[config.mk]
export PLATFORM = sky130hd
export DESIGN_NAME = store_path_name_validator
export DESIGN_NICKNAME = d
export VERILOG_FILES = /design/src/spv_pkg.sv /design/src/store_path_name_validator.sv /design/src/spv_core.sv /design/src/spv_result_reg.sv
export SDC_FILE = /design/constraint.sdc
export NUM_CORES = 1
export LEC_CHECK = 0
export BUFFER_PORTS_ARGS = -buffer_cell sky130_fd_sc_hd__buf_2
export CAP_MARGIN = 20
export CORE_MARGIN = 5
export CORE_UTILIZATION = 60
export DETAILED_ROUTE_END_ITERATION = 10
export MAX_ROUTING_LAYER = met4
export PLACE_DENSITY = 0.91
export SLEW_MARGIN = 40
export SYNTH_ARGS = -nofsm -noshare
export SYNTH_HDL_FRONTEND = slang
export SYNTH_SLANG_ARGS = --single-unit
[constraint.sdc]
create_clock -name clk -period 4.7 [get_ports clk]
set_clock_uncertainty 0.1 [all_clocks]
set_input_delay 0.235 -clock clk [delete_from_list [all_inputs] [get_ports clk]]
set_output_delay 0.235 -clock clk [all_outputs]
set_load 0.02 [all_outputs]
[src/spv_pkg.sv]
// Shared types and constants for the store path name validator.
package spv_pkg;

  localparam int CNT_W = 10;
  localparam logic [CNT_W-1:0] COUNT_MAX = '1;

  typedef enum logic [2:0] {
    VERDICT_OK         = 3'd0,
    VERDICT_TOO_SHORT  = 3'd1,
    VERDICT_BAD_HASH   = 3'd2,
    VERDICT_EMPTY_NAME = 3'd3,
    VERDICT_NAME_LONG  = 3'd4,
    VERDICT_DOT_NAME   = 3'd5,
    VERDICT_DOT_DASH   = 3'd6,
    VERDICT_BAD_CHAR   = 3'd7
  } verdict_t;

  typedef struct packed {
    logic [7:0] char_byte;
    logic       last_byte;
  } item_t;

  typedef struct packed {
    verdict_t         verdict;
    logic [7:0]       fault_char;
    logic [CNT_W-1:0] fault_position;
    logic [CNT_W-1:0] total_length;
  } result_t;

endpackage

[src/store_path_name_validator.sv]
// Top level of the store path name validator: input register, check logic, result register.
//
// Bytes of one string enter on the item channel, one transaction per byte, and the
// byte flagged last_byte produces exactly one verdict transaction on the result
// channel. The block takes one byte every clock cycle while no last byte waits in the
// input register. A verdict is offered once its last byte has left the input register
// and the check logic has loaded the result register. Only a last byte waits
// in the input register, and only while the previous verdict is still stalled in the
// result register; other bytes pass through regardless. name_only is written through
// the cfg port, which is always ready, and should change only while no byte is waiting
// in the input register.
module store_path_name_validator #(
  parameter int HASH_CHARS = 32,
  parameter int MAX_NAME   = 211
) (
  input  logic             clk,
  input  logic             rst,
  input  logic             item_valid,
  output logic             item_stall,
  input  spv_pkg::item_t   item,
  output logic             result_valid,
  input  logic             result_stall,
  output spv_pkg::result_t result,
  input  logic             cfg_valid,
  output logic             cfg_ready,
  input  logic             cfg_data
);

  logic             name_only;
  logic             stage_valid;
  spv_pkg::item_t   stage;
  logic             advance;
  logic             fire;
  spv_pkg::result_t verdict_data;

  assign cfg_ready = 1'b1;

  always_ff @(posedge clk) begin
    if (rst) begin
      name_only <= 1'b0;
    end else if (cfg_valid && cfg_ready) begin
      name_only <= cfg_data;
    end
  end

  // A staged byte that yields no verdict never has to wait.
  assign advance    = !(stage.last_byte && result_valid && result_stall);
  assign fire       = stage_valid && advance;
  assign item_stall = stage_valid && !advance;

  always_ff @(posedge clk) begin
    if (rst) begin
      stage_valid <= 1'b0;
    end else if (!item_stall) begin
      stage_valid <= item_valid;
    end
  end

  always_ff @(posedge clk) begin
    if (item_valid && !item_stall) begin
      stage <= item;
    end
  end

  spv_core #(
    .HASH_CHARS(HASH_CHARS),
    .MAX_NAME  (MAX_NAME)
  ) u_core (
    .clk      (clk),
    .rst      (rst),
    .fire     (fire),
    .item     (stage),
    .name_only(name_only),
    .result   (verdict_data)
  );

  spv_result_reg u_result_reg (
    .clk         (clk),
    .rst         (rst),
    .load        (fire && stage.last_byte),
    .data        (verdict_data),
    .result_stall(result_stall),
    .result_valid(result_valid),
    .result      (result)
  );

endmodule

[src/spv_core.sv]
// Per-string state and the combinational byte check and verdict logic.
module spv_core #(
  parameter int HASH_CHARS = 32,
  parameter int MAX_NAME   = 211
) (
  input  logic             clk,
  input  logic             rst,
  input  logic             fire,
  input  spv_pkg::item_t   item,
  input  logic             name_only,
  output spv_pkg::result_t result
);

  localparam int CW = spv_pkg::CNT_W;
  localparam logic [CW-1:0] HASH_LIM = CW'(HASH_CHARS);
  localparam logic [CW-1:0] OFF_FULL = CW'(HASH_CHARS + 1);
  localparam logic [CW-1:0] MAX_LEN  = CW'(MAX_NAME);
  localparam logic [7:0] CHAR_DOT  = 8'h2e;
  localparam logic [7:0] CHAR_DASH = 8'h2d;

  logic [CW-1:0]      byte_count;
  logic [2:0][7:0]    name_head;
  logic               hash_fault_seen;
  logic [7:0]         hash_fault_byte;
  logic [CW-1:0]      hash_fault_pos;
  logic               name_fault_seen;
  logic [7:0]         name_fault_byte;
  logic [CW-1:0]      name_fault_pos;

  logic [CW-1:0]      count;
  logic [CW-1:0]      off;
  logic [CW-1:0]      ni;
  logic [CW-1:0]      nlen;
  logic               hash_zone;
  logic               name_zone;
  logic [2:0][7:0]    name_head_next;
  logic               hash_fault_seen_next;
  logic [7:0]         hash_fault_byte_next;
  logic [CW-1:0]      hash_fault_pos_next;
  logic               name_fault_seen_next;
  logic [7:0]         name_fault_byte_next;
  logic [CW-1:0]      name_fault_pos_next;

  function automatic logic is_hash_digit(input logic [7:0] c);
    logic digit;
    logic lower;
    digit = (c >= "0") && (c <= "9");
    lower = (c >= "a") && (c <= "z") && (c != "e") && (c != "o") && (c != "u") && (c != "t");
    return digit || lower;
  endfunction

  function automatic logic is_name_char(input logic [7:0] c);
    logic alnum;
    logic punct;
    alnum = ((c >= "0") && (c <= "9")) || ((c >= "a") && (c <= "z")) ||
            ((c >= "A") && (c <= "Z"));
    punct = (c == "+") || (c == "-") || (c == ".") || (c == "_") || (c == "?") || (c == "=");
    return alnum || punct;
  endfunction

  always_comb begin
    count     = (byte_count == spv_pkg::COUNT_MAX) ? byte_count : byte_count + 1'b1;
    off       = name_only ? '0 : OFF_FULL;
    hash_zone = !name_only && (byte_count < HASH_LIM);
    name_zone = !hash_zone && (byte_count >= off);
    ni        = byte_count - off;

    name_head_next       = name_head;
    hash_fault_seen_next = hash_fault_seen;
    hash_fault_byte_next = hash_fault_byte;
    hash_fault_pos_next  = hash_fault_pos;
    name_fault_seen_next = name_fault_seen;
    name_fault_byte_next = name_fault_byte;
    name_fault_pos_next  = name_fault_pos;

    if (hash_zone && !is_hash_digit(item.char_byte) && !hash_fault_seen) begin
      hash_fault_seen_next = 1'b1;
      hash_fault_byte_next = item.char_byte;
      hash_fault_pos_next  = byte_count;
    end
    if (name_zone) begin
      if (ni < CW'(3)) begin
        name_head_next[ni[1:0]] = item.char_byte;
      end
      if (!is_name_char(item.char_byte) && !name_fault_seen) begin
        name_fault_seen_next = 1'b1;
        name_fault_byte_next = item.char_byte;
        name_fault_pos_next  = byte_count;
      end
    end

    nlen = (count >= off) ? count - off : '0;

    // Checks are ranked; the first one that fails sets the verdict.
    result.fault_char     = '0;
    result.fault_position = '0;
    result.total_length   = count;
    if (!name_only && (count < OFF_FULL)) begin
      result.verdict = spv_pkg::VERDICT_TOO_SHORT;
    end else if (!name_only && hash_fault_seen_next) begin
      result.verdict        = spv_pkg::VERDICT_BAD_HASH;
      result.fault_char     = hash_fault_byte_next;
      result.fault_position = hash_fault_pos_next;
    end else if (nlen == '0) begin
      result.verdict = spv_pkg::VERDICT_EMPTY_NAME;
    end else if (nlen > MAX_LEN) begin
      result.verdict = spv_pkg::VERDICT_NAME_LONG;
    end else if (name_head_next[0] == CHAR_DOT && nlen == CW'(1)) begin
      result.verdict = spv_pkg::VERDICT_DOT_NAME;
    end else if (name_head_next[0] == CHAR_DOT && name_head_next[1] == CHAR_DASH) begin
      result.verdict = spv_pkg::VERDICT_DOT_DASH;
    end else if (name_head_next[0] == CHAR_DOT && name_head_next[1] == CHAR_DOT &&
                 nlen == CW'(2)) begin
      result.verdict = spv_pkg::VERDICT_DOT_NAME;
    end else if (name_head_next[0] == CHAR_DOT && name_head_next[1] == CHAR_DOT &&
                 nlen >= CW'(3) && name_head_next[2] == CHAR_DASH) begin
      result.verdict = spv_pkg::VERDICT_DOT_DASH;
    end else if (name_fault_seen_next) begin
      result.verdict        = spv_pkg::VERDICT_BAD_CHAR;
      result.fault_char     = name_fault_byte_next;
      result.fault_position = name_fault_pos_next;
    end else begin
      result.verdict = spv_pkg::VERDICT_OK;
    end
  end

  always_ff @(posedge clk) begin
    if (rst || (fire && item.last_byte)) begin
      byte_count      <= '0;
      name_head       <= '0;
      hash_fault_seen <= 1'b0;
      hash_fault_byte <= '0;
      hash_fault_pos  <= '0;
      name_fault_seen <= 1'b0;
      name_fault_byte <= '0;
      name_fault_pos  <= '0;
    end else if (fire) begin
      byte_count      <= count;
      name_head       <= name_head_next;
      hash_fault_seen <= hash_fault_seen_next;
      hash_fault_byte <= hash_fault_byte_next;
      hash_fault_pos  <= hash_fault_pos_next;
      name_fault_seen <= name_fault_seen_next;
      name_fault_byte <= name_fault_byte_next;
      name_fault_pos  <= name_fault_pos_next;
    end
  end

endmodule

[src/spv_result_reg.sv]
// Output register holding one verdict until the downstream side takes it.
module spv_result_reg (
  input  logic             clk,
  input  logic             rst,
  input  logic             load,
  input  spv_pkg::result_t data,
  input  logic             result_stall,
  output logic             result_valid,
  output spv_pkg::result_t result
);

  always_ff @(posedge clk) begin
    if (rst) begin
      result_valid <= 1'b0;
    end else if (load) begin
      result_valid <= 1'b1;
    end else if (!result_stall) begin
      result_valid <= 1'b0;
    end
  end

  always_ff @(posedge clk) begin
    if (load) begin
      result <= data;
    end
  end

endmodule

==> results of run 1 <==
logic make-up after synthesis:
logic type,share of synthesized area [%]
fa+ha+maj,1.46
buf+inv,4.33
xor+xnor,1.87
flops,44.9
mux,8.91
simple gates,22.4
compound gates,16.1
other cells,0.0624
worst max-delay path: stages, from the launching register on:
cell and delay (ns):
dfxtp_1 0.34, ha_1 0.17, and4_4 0.26, nand4_1 0.22
xnor2_1 0.26, inv_1 0.07, ha_1 0.21, ha_1 0.23
inv_1 0.09, nor2_1 0.04, a41oi_1 0.38, a21o_1 0.17
mux2_2 0.33, a311o_1 0.34, a22oi_2 0.23, nand4_4 0.32
o22ai_1 0.42
registers in the layout, summed over array words and instances, names as in the netlist:
name and count:
name_only 1, u_core.hash_fault_byte 8, u_result_reg.result 31, u_core.byte_count 10, u_core.name_head 24, u_result_reg.result_valid 1
stage_valid 1, u_core.hash_fault_seen 1, u_core.hash_fault_pos 10, u_core.name_fault_seen 1, u_core.name_fault_byte 8, u_core.name_fault_pos 10
stage 9
cell type report:
class / count / share of cell area [%]
flip-flops and latches: 115 / 38.1
clock buffers: 22 / 6.38
well taps: 133 / 2.34
repair buffers: 84 / 7.79
clock inverters: 10 / 1.52
inverters: 15 / 0.793
multi-input cells: 491 / 43.1
layout by cell type (no fill, tap or decap), types with 5 or more instances in the layout:
| cell type | count |
|---|---|
| or3_1 | 6 |
| nand4_1 | 10 |
| mux2i_1 | 49 |
| nand3_1 | 15 |
| clkinv_2 | 5 |
| inv_1 | 15 |
| nor2_1 | 54 |
| edfxtp_1 | 40 |
| nor3_1 | 9 |
| xnor2_1 | 7 |
| ha_1 | 7 |
| a21oi_1 | 55 |
| buf_4 | 21 |
| dlygate4sd3_1 | 16 |
| o21ai_1 | 6 |
| buf_2 | 47 |
| o21ai_0 | 8 |
| and2_1 | 7 |
| clkbuf_16 | 16 |
| nand2b_1 | 5 |
| o211ai_1 | 5 |
| a211oi_1 | 5 |
| nor4_1 | 5 |
| nand2_1 | 114 |
| and3_1 | 9 |
| a31oi_1 | 7 |
| o22ai_1 | 16 |
| dfxtp_1 | 75 |
cell usage after synthesis, types with 7 or more instances:
| cell type | instances | share of area, % |
|---|---|---|
| nand4_1 | 10 | 1.0 |
| ha_1 | 7 | 1.5 |
| nor2_1 | 54 | 3.4 |
| clkbuf_1 | 39 | 2.4 |
| nor3_1 | 9 | 0.75 |
| dfxtp_1 | 75 | 25 |
| and2_1 | 7 | 0.73 |
| edfxtp_1 | 40 | 20 |
| inv_1 | 15 | 0.94 |
| nand2_1 | 114 | 7.1 |
| mux2i_1 | 49 | 8.2 |
| o21ai_0 | 8 | 0.67 |
| and3_1 | 9 | 0.94 |
| a31oi_1 | 7 | 0.73 |
| nand3_1 | 15 | 1.2 |
| o22ai_1 | 16 | 1.7 |
| xnor2_1 | 7 | 1.0 |
| a21oi_1 | 55 | 4.6 |
how the worst max path moves through the flow:
stage / endpoint / depth (start not counted) / slack [ns] / from
after floorplan: u_result_reg.result[27] / 19 / 0.50 / u_core.byte_count[1]
after global placement: u_result_reg.result[11] / 17 / 0.66 / u_core.byte_count[0]
after detailed placement: u_result_reg.result[11] / 17 / 0.40 / u_core.byte_count[0]
after CTS: u_result_reg.result[11] / 17 / 0.39 / u_core.byte_count[0]
after global routing: u_result_reg.result[27] / 14 / 0.02 / u_core.byte_count[0]
final: u_result_reg.result[27] / 16 / 0.29 / u_core.byte_count[0]
power groups by stage:
stage | registers (mW) | logic (mW) | clock network, mW
floorplan | 1.09 | 0.177 | 0
global placement | 1.09 | 0.233 | 0
detailed placement | 1.09 | 0.240 | 0
CTS | 1.07 | 0.252 | 1.23
global route | 1.08 | 0.279 | 1.28
finish | 1.07 | 0.259 | 1.23
metal layers:
layer / wire length [um] / share of wire, % / global-route usage [%] / vias up
li1: - / - / - / 2540
met5: 0 / 0 / - / -
met2: 8220 / 50 / 49.9 / 304
met1: 6140 / 38 / 30.7 / 2607
met4: 637 / 3.9 / 15.0 / 0
met3: 1350 / 8.3 / 7.57 / 57
through the flow:
| stage | power, mW | instances | util [%] | hold slack [ns] |
|---|---|---|---|---|
| after global routing | 2.64 | 870 | 72.6 | 0.100 |
| after detailed placement | 1.33 | 822 | 65.2 | 0.313 |
| after CTS | 2.56 | 870 | 72.5 | 0.0685 |
| final | 2.56 | 870 | 72.6 | 0.0987 |
| after floorplan | 1.27 | 670 | - | 0.204 |
| after global placement | 1.33 | 822 | 65.2 | 0.311 |
repair_timing:
action	4_1_cts	5_1_grt
resized for setup	0	1
hold buffers	16	0
endpoints found under the setup margin	0	1
hold endpoints to repair	12	0
==> metrics, run 1 <==
status=completed; via count of the first global-routing pass=5451; worst hold path depth=3; Slew headroom=43.4%; worst hold path class=in2reg; CORE AREA=9770 um^2; Mean Syn Cell Area=8.98 um^2; Longest Clk Path Bufs=2; combinational power share=10.1%; Via density=6.33; number of synthesized flops with an enable pin=40; Final Critical Period=4.41 ns; reg-to-reg endpoint=u_result_reg.result[27]; Sw Share=24.9%; DP Worst Slack=0.401 ns; initial antenna violation count=0; CTS clk-pin slew, worst paths=0.06 ns; clk root buf=clkbuf_8; Die Span X=110 um; clock latency on the worst-skew pair=0.54 ns; Slew Limit Fails=0; H-tree depth=4; post-CTS setup buffers=0; CP startpoint kind=register; sequential cell area=2700 um^2; Worst VDD drop=0.000355 V; synthesis-to-layout area growth=18.0%; CP Data Arrival Time=4.64 ns; R2R setup slack=0.29 ns; endpoints failing hold=0; largest net degree at the start of global routing=45; crit path capture type=register; CP Data Required Time=4.93 ns; Die ar.=12100 um^2; RSZ-0062 raised after global routing=false; critical path peak fanout=18; FF-to-FF path depth=16; period utilisation layout=93.8%; final wirelength=16400 um; Setup Crit Path Kind=reg2reg; synthesized area=6010 um^2; Starting Density=61.5%; CTS Sinks=115; cts bufs inserted=17; WHS Endpoint=u_core.hash_fault_pos[8]; setup_tns=0 ns; DR DRC count=0; count of cell types in the netlist=76; PwrDens=360 nW/um^2; Worst Tran Pin Value=0.843 ns; syn nets=692; clock share of power=47.9%; Final nets=746; via count=5508; ANT nets after route=0; die height=110 um; max_cap viols=0; sequential share of power=42.0%; worst reg2reg startpoint=u_core.byte_count[0]; Cell Area, Placed=6370 um^2; I/O Pins=49; Syn Inst Count=670; fill count=703; Async SR Flop Fraction=0%; sequential share of the synthesized area=44.9%; most used flip-flop cell after synthesis=dfxtp_1; P_sw=637 uW; CTS tree=built; Total GRT Usage=29.0%; row count=36; routability cong.=0.911; Initial DRC Count=502; layout cells sized above 1=16.4%; Hold Crit Start=rst; post-route cell area=7100 um^2; WL/cell=18.8 um; PortBufs=47; first-pass GRT wire length=26000 um; # setup viols final=0; FF+latch count, synth=115; area of the multi-input gates=3060 um^2; setup ws final=0.290 ns; yosys warns=0; first drt pass iteration count=6; grt total ovfl=0; Leakage=2.66 nW; fmax=227 MHz; Pint=1.92 mW; diode count=0; hpwl dp=10500 um
No activity file was read; power rests on OpenSTA's default activity.
==> inputs of run 2 (changes only) <==
--- a/config.mk
+++ b/config.mk
@@ -9,9 +9,10 @@
 export CAP_MARGIN = 20
 export CORE_MARGIN = 5
 export CORE_UTILIZATION = 60
+export CTS_CLUSTER_DIAMETER = 40
 export DETAILED_ROUTE_END_ITERATION = 10
 export MAX_ROUTING_LAYER = met4
-export PLACE_DENSITY = 0.91
+export PLACE_DENSITY = 0.89
 export SLEW_MARGIN = 40
 export SYNTH_ARGS = -nofsm -noshare
 export SYNTH_HDL_FRONTEND = slang
==> run 2 against run 1 <==
Net effect:
- maximum frequency is 1.3% higher
- sequential cell count unchanged
- sequential share of layout area hardly changed
==> metrics, run 2 (synthesized netlist as in run 1, its figures left out) <==
status=completed; beginning of the critical path=u_core.byte_count[1]; CTS clk-pin slew, worst paths=0.06 ns (about the same); met1 wire length=6300 um (+2.5%); Via density=6.17 (-2.5%); Initial DRC Count=365 (-27%); CP Data Arrival Time=4.62 ns (-0.02 ns); worst hold path class=in2reg; post-route cell area=7100 um^2 (about the same); cts bufs inserted=17 (unchanged); Pint=1.92 mW (-0.30%); metal3 WL=970 um (-28%); CTS Sinks=115 (unchanged); combinational power share=10.1% (about the same); Worst Tran Pin Value=0.738 ns (-0.105 ns); worst reg2reg startpoint=u_core.byte_count[1]; Regs by FF count=u_result_reg.result x31, u_core.name_head x24; ANT nets after route=0 (unchanged); WL/cell=18.1 um (-3.5%); PwrDens=358 nW/um^2 (-0.72%); critical path peak fanout=18 (unchanged); grt total ovfl=0 (unchanged); # setup viols final=0 (unchanged); Longest Clk Path Bufs=2 (unchanged); row count=36 (unchanged); initial antenna violation count=0 (unchanged); Worst VDD drop=0.000348 V (-2.0%); diode count=0 (unchanged); Final nets=745 (-0.13%); top layer in use=met4; DR DRC count=0 (unchanged); CP Data Required Time=4.97 ns (+0.04 ns); fmax=230 MHz (+1.3%); setup_tns=0 ns (unchanged); CP startpoint kind=register; first-pass GRT wire length=25400 um (-2.2%); first drt pass iteration count=5 (-1); max FFs per register=31 (unchanged); Leakage=2.66 nW (about the same); Starting Density=61.5% (unchanged); Slew Limit Fails=0 (unchanged); Hold Crit Start=rst; crit path capture type=register; H-tree depth=4 (unchanged); RSZ-0062 raised after global routing=false; commonest non-fill, non-tap cells in the layout=nand2_1, dfxtp_1, a21oi_1; PortBufs=47 (unchanged); post-CTS setup buffers=0 (unchanged); clock share of power=47.6% (-0.3 points); CTS tree=built; hpwl dp=10300 um (-1.3%); sequential share of power=42.3% (+0.3 points); I/O Pins=49 (unchanged); P_sw=623 uW (-2.1%); Die Span X=110 um (unchanged); Cell Area, Placed=6360 um^2 (about the same); endpoints failing hold=0 (unchanged); final wirelength=15800 um (-3.6%); Setup Crit Path Kind=reg2reg; Final Critical Period=4.35 ns (-0.0580 ns); CORE AREA=9770 um^2 (unchanged); fill count=713 (+1.4%); Die ar.=12100 um^2 (unchanged); via count=5362 (-2.7%); Slew headroom=50.4% (+7.1 points); period utilisation layout=92.6% (-1.2 points); commonest non-fill, non-tap cell in the layout=nand2_1; Total GRT Usage=28.2% (-0.82 points); layout cells sized above 1=16.2% (-0.25 points); via count of the first global-routing pass=5252 (-3.7%); Top reg by flops=u_result_reg.result; synthesis-to-layout area growth=18.0% (about the same); clk root buf=clkbuf_8; Sw Share=24.5% (-0.34 points); largest net degree at the start of global routing=68 (+51%); clock latency on the worst-skew pair=0.53 ns (about the same); die height=110 um (unchanged); max_cap viols=0 (unchanged); Fin Hold WS=0.123 ns (+0.0247 ns); DR WL met2=8090 um (-1.6%); routability cong.=0.982 (+7.8%)
## run 2: cell count changes in the layout (fill, tap and decap cells not counted), sizes merged
| cell | before | now |
|---|---|---|
| clkinvlp | 3 | 2 |
| clkbuf | 22 | 24 |
| bufinv | 2 | 1 |
| buf | 68 | 67 |
## run 2: cell type report
type | instances | area (um^2) | area share (%)
multi-input combinational | 491 | 3060 | 43.1
sequential | 115 | 2700 | 38.1
timing repair buffer | 83 | 546 | 7.69
clock inverter | 8 | 73.8 | 1.04
tap | 133 | 166 | 2.35
clock buffer | 24 | 492 | 6.93
inverter | 15 | 56.3 | 0.794
## run 2: path summary, 6_finish.rpt
path,to,cells after the start,slack (ns)
setup / recovery,u_result_reg.result[12],16,0.35
hold / removal,u_core.hash_fault_pos[6],3,0.12
setup reg to reg,u_result_reg.result[12],16,0.35
hold reg to reg,u_core.name_head[12],2,0.35
## run 2: what timing repair did
item / in CTS / in global routing
resized for setup: 0 / 1
endpoints found under the hold margin: 12 / 0
hold buffers: 16 / 0
setup endpoints to repair: 0 / 18
## run 2: per-stage QoR
stage / utilization, % / setup slack [ns] / power, mW / cells
3_5_place_dp: 65.1 / 0.258 / 1.33 / 821
4_1_cts: 72.5 / 0.259 / 2.55 / 869
5_1_grt: 72.6 / 0.00170 / 2.63 / 869
2_1_floorplan: - / 0.501 / 1.27 / 670
3_3_place_gp: 65.1 / 0.501 / 1.33 / 821
6_report: 72.6 / 0.348 / 2.54 / 869
## run 2: critical path: stages, from the launching register on
cell and delay [ns]:
dfxtp_1 0.35, ha_1 0.18, and4_4 0.27, nand4_1 0.30
xnor2_1 0.30, inv_1 0.07, ha_1 0.21, ha_1 0.23
inv_1 0.09, nor2_1 0.04, a41oi_1 0.37, a21o_1 0.16
mux2_2 0.33, a311o_1 0.35, a22oi_2 0.24, nand4_4 0.31
o22ai_1 0.30
## run 2: layer usage
layer,vias to the layer above,global-route usage [%]
met2,232,48.8
met5,-,-
met1,2541,30.8
met3,45,6.41
li1,2544,-
met4,0,13.2
## run 2: power groups by stage
stage          registers, mW  clock network (mW)  logic, mW
2_1_floorplan           1.09                   0      0.177
3_3_place_gp            1.09                   0      0.233
3_5_place_dp            1.09                   0      0.240
4_1_cts                 1.07                1.23      0.252
5_1_grt                 1.08                1.28      0.277
6_report                1.07                1.21      0.257
==> inputs of run 3 (changes only) <==
--- a/config.mk
+++ b/config.mk
@@ -13,6 +13,7 @@
 export DETAILED_ROUTE_END_ITERATION = 10
 export MAX_ROUTING_LAYER = met4
 export PLACE_DENSITY = 0.89
+export REMOVE_ABC_BUFFERS = 1
 export SLEW_MARGIN = 40
 export SYNTH_ARGS = -nofsm -noshare
 export SYNTH_HDL_FRONTEND = slang
==> run 3 against run 2 <==
Net effect:
- power fell by 1.3%
- critical path depth did not move
- combinational power barely moved
- critical endpoint unchanged
==> metrics, run 3 (synthesized netlist as in run 1, its figures left out) <==
status=completed; worst hold path class=in2reg; Leakage=2.63 nW (-0.91%); endpoints failing hold=0 (unchanged); via count=5389 (+0.50%); PortBufs=47 (unchanged); setup_tns=0 ns (unchanged); Worst Tran Pin Value=0.768 ns (+0.0307 ns); Slew Limit Fails=0 (unchanged); Starting Density=61.5% (unchanged); clk root buf=clkbuf_8; Slew headroom=48.6% (-1.9 points); CTS clk-pin slew, worst paths=0.06 ns (about the same); grt total ovfl=0 (unchanged); CP delay by family, top=compound AO/OA/AOI/OAI gates; Total Power=2.51 mW (-1.3%); WL/cell=18.4 um (+1.1%); area of the multi-input gates=3060 um^2 (unchanged); initial antenna violation count=0 (unchanged); CORE AREA=9770 um^2 (unchanged); CTS Sinks=115 (unchanged); CP Data Arrival Time=4.54 ns (-0.08 ns); CTS tree=built; max FFs per register=31 (unchanged); post-CTS setup buffers=0 (unchanged); commonest non-fill, non-tap cells in the layout=nand2_1, dfxtp_1, a21oi_1; Final Critical Period=4.28 ns (-0.0730 ns); commonest non-fill, non-tap cell in the layout=nand2_1; Longest Clk Path Bufs=2 (unchanged); most frequent CP cell=ha_1; Total GRT Usage=27.9% (-0.32 points); diode count=0 (unchanged); max_cap viols=0 (unchanged); # setup viols final=0 (unchanged); I/O Pins=49 (unchanged); Worst Path Buf+Inv=2 (unchanged); clock latency on the worst-skew pair=0.53 ns (about the same); Final nets=741 (-0.54%); crit-path cells=ha_1 -> and4_4 -> nand4_1 -> xnor2_1 -> inv_1 -> ha_1 -> ha_1 -> inv_1 -> nor2_1 -> a41oi_1 -> a21o_1 -> mux2_2 -> a311o_1 -> a22oi_2 -> nand4_4 -> o22ai_1; CP startpoint kind=register; routability cong.=0.946 (-3.7%); Critical Path Slowest Stage Cell=a41oi_1; Via density=6.23 (+0.97%); first-pass GRT wire length=25400 um (-0.22%); hpwl dp=10300 um (-0.28%); via count of the first global-routing pass=5284 (+0.61%); first drt pass iteration count=5 (unchanged); cts bufs inserted=17 (unchanged); fmax=234 MHz (+1.7%); H-tree depth=4 (unchanged); Top reg by flops=u_result_reg.result; Worst path max stage delay=0.39 ns (+0.02 ns); largest net degree at the start of global routing=68 (unchanged); RSZ-0062 raised after global routing=false; PwrDens=355 nW/um^2 (-0.67%); synthesis-to-layout area growth=17.2%; Die ar.=12100 um^2 (unchanged); critical path peak fanout=18 (unchanged); row count=36 (unchanged); Regs by FF count=u_result_reg.result x31, u_core.name_head x24; Initial DRC Count=578 (+58%); fill count=681 (-4.5%); ANT nets after route=0 (unchanged); DR DRC count=0 (unchanged); final wirelength=15900 um (+0.68%); Worst VDD drop=0.000385 V (+10%); layout cells sized above 1=15.7% (-0.46 points); crit path capture type=register; die height=110 um (unchanged); Setup Crit Path Kind=reg2reg; sequential cell area=2700 um^2 (unchanged); CP Data Required Time=4.96 ns (about the same); period utilisation layout=91.1% (-1.6 points); Die Span X=110 um (unchanged)
[run 3: cell count changes in the layout (fill, tap and decap cells not counted), sizes merged]
cell / before / now
clkbuf: 24 / 25
bufinv: 1 / 0
inv: 15 / 17
dlygate4sd3: 16 / 15
clkinvlp: 2 / 1
buf: 67 / 64
clkinv: 5 / 4
[run 3: path summary, 6_finish.rpt]
path	start	cells after the start	slack, ns	to
max	u_core.byte_count[0]	16	0.42	u_result_reg.result[12]
min	item[0]	2	0.31	stage[0]
max reg2reg	u_core.byte_count[0]	16	0.42	u_result_reg.result[12]
min reg2reg	u_core.name_head[13]	2	0.35	u_core.name_head[13]
[run 3: per-stage QoR]
stage	util [%]	worst slack [ns]	cells	cell area [um^2]	hold WS, ns
after floorplan	-	0.159	621	5810	0.204
after global placement	64.8	0.657	818	6340	0.312
after detailed placement	64.9	0.395	818	6340	0.313
after CTS	72.0	0.386	865	7040	0.291
after global routing	72.1	0.161	865	7050	0.302
final	72.1	0.421	865	7050	0.308
[run 3: per-layer routing]
layer	routed length, um	vias to the layer above	share of wire (%)	global-route usage (%)
met5	0	-	0	-
met4	440	0	2.8	11.1
met3	1170	50	7.4	6.35
met2	8080	274	51	48.3
met1	6180	2529	39	31.2
li1	-	2536	-	-
[run 3: timing repair]
| item | 4_1_cts | 5_1_grt |
|---|---|---|
| hold buffers | 15 | 0 |
| setup endpoints to repair | 0 | 2 |
| gates resized for setup | 0 | 1 |
| endpoints found under the hold margin | 12 | 0 |
[run 3: cell type report]
type / count / share of cell area [%]
Timing Repair Buffer: 79 / 7.28
Clock buffer: 25 / 7.19
Tap cell: 133 / 2.36
Clock inverter: 7 / 0.621
Inverter: 15 / 0.799
Sequential cell: 115 / 38.3
Multi-Input combinational cell: 491 / 43.4
[run 3: where the power goes]
group	switching (mW)	leakage, nW	total [mW]	internal, mW
combinational	0.161	1.37	0.255	0.0931
clock	0.441	0.273	1.18	0.737
sequential	0.0234	0.992	1.07	1.05
total	0.625	2.63	2.51	1.88
[run 3: worst reg2reg max path, delay by kind of cell, from the launching register on]
kind | cells | cell delay, ns
simple gates | 4 | 0.77
flops | 1 | 0.33
xor+xnor | 1 | 0.27
compound gates | 5 | 1.42
mux | 1 | 0.33
buf+inv | 2 | 0.20
fa+ha+maj | 3 | 0.69
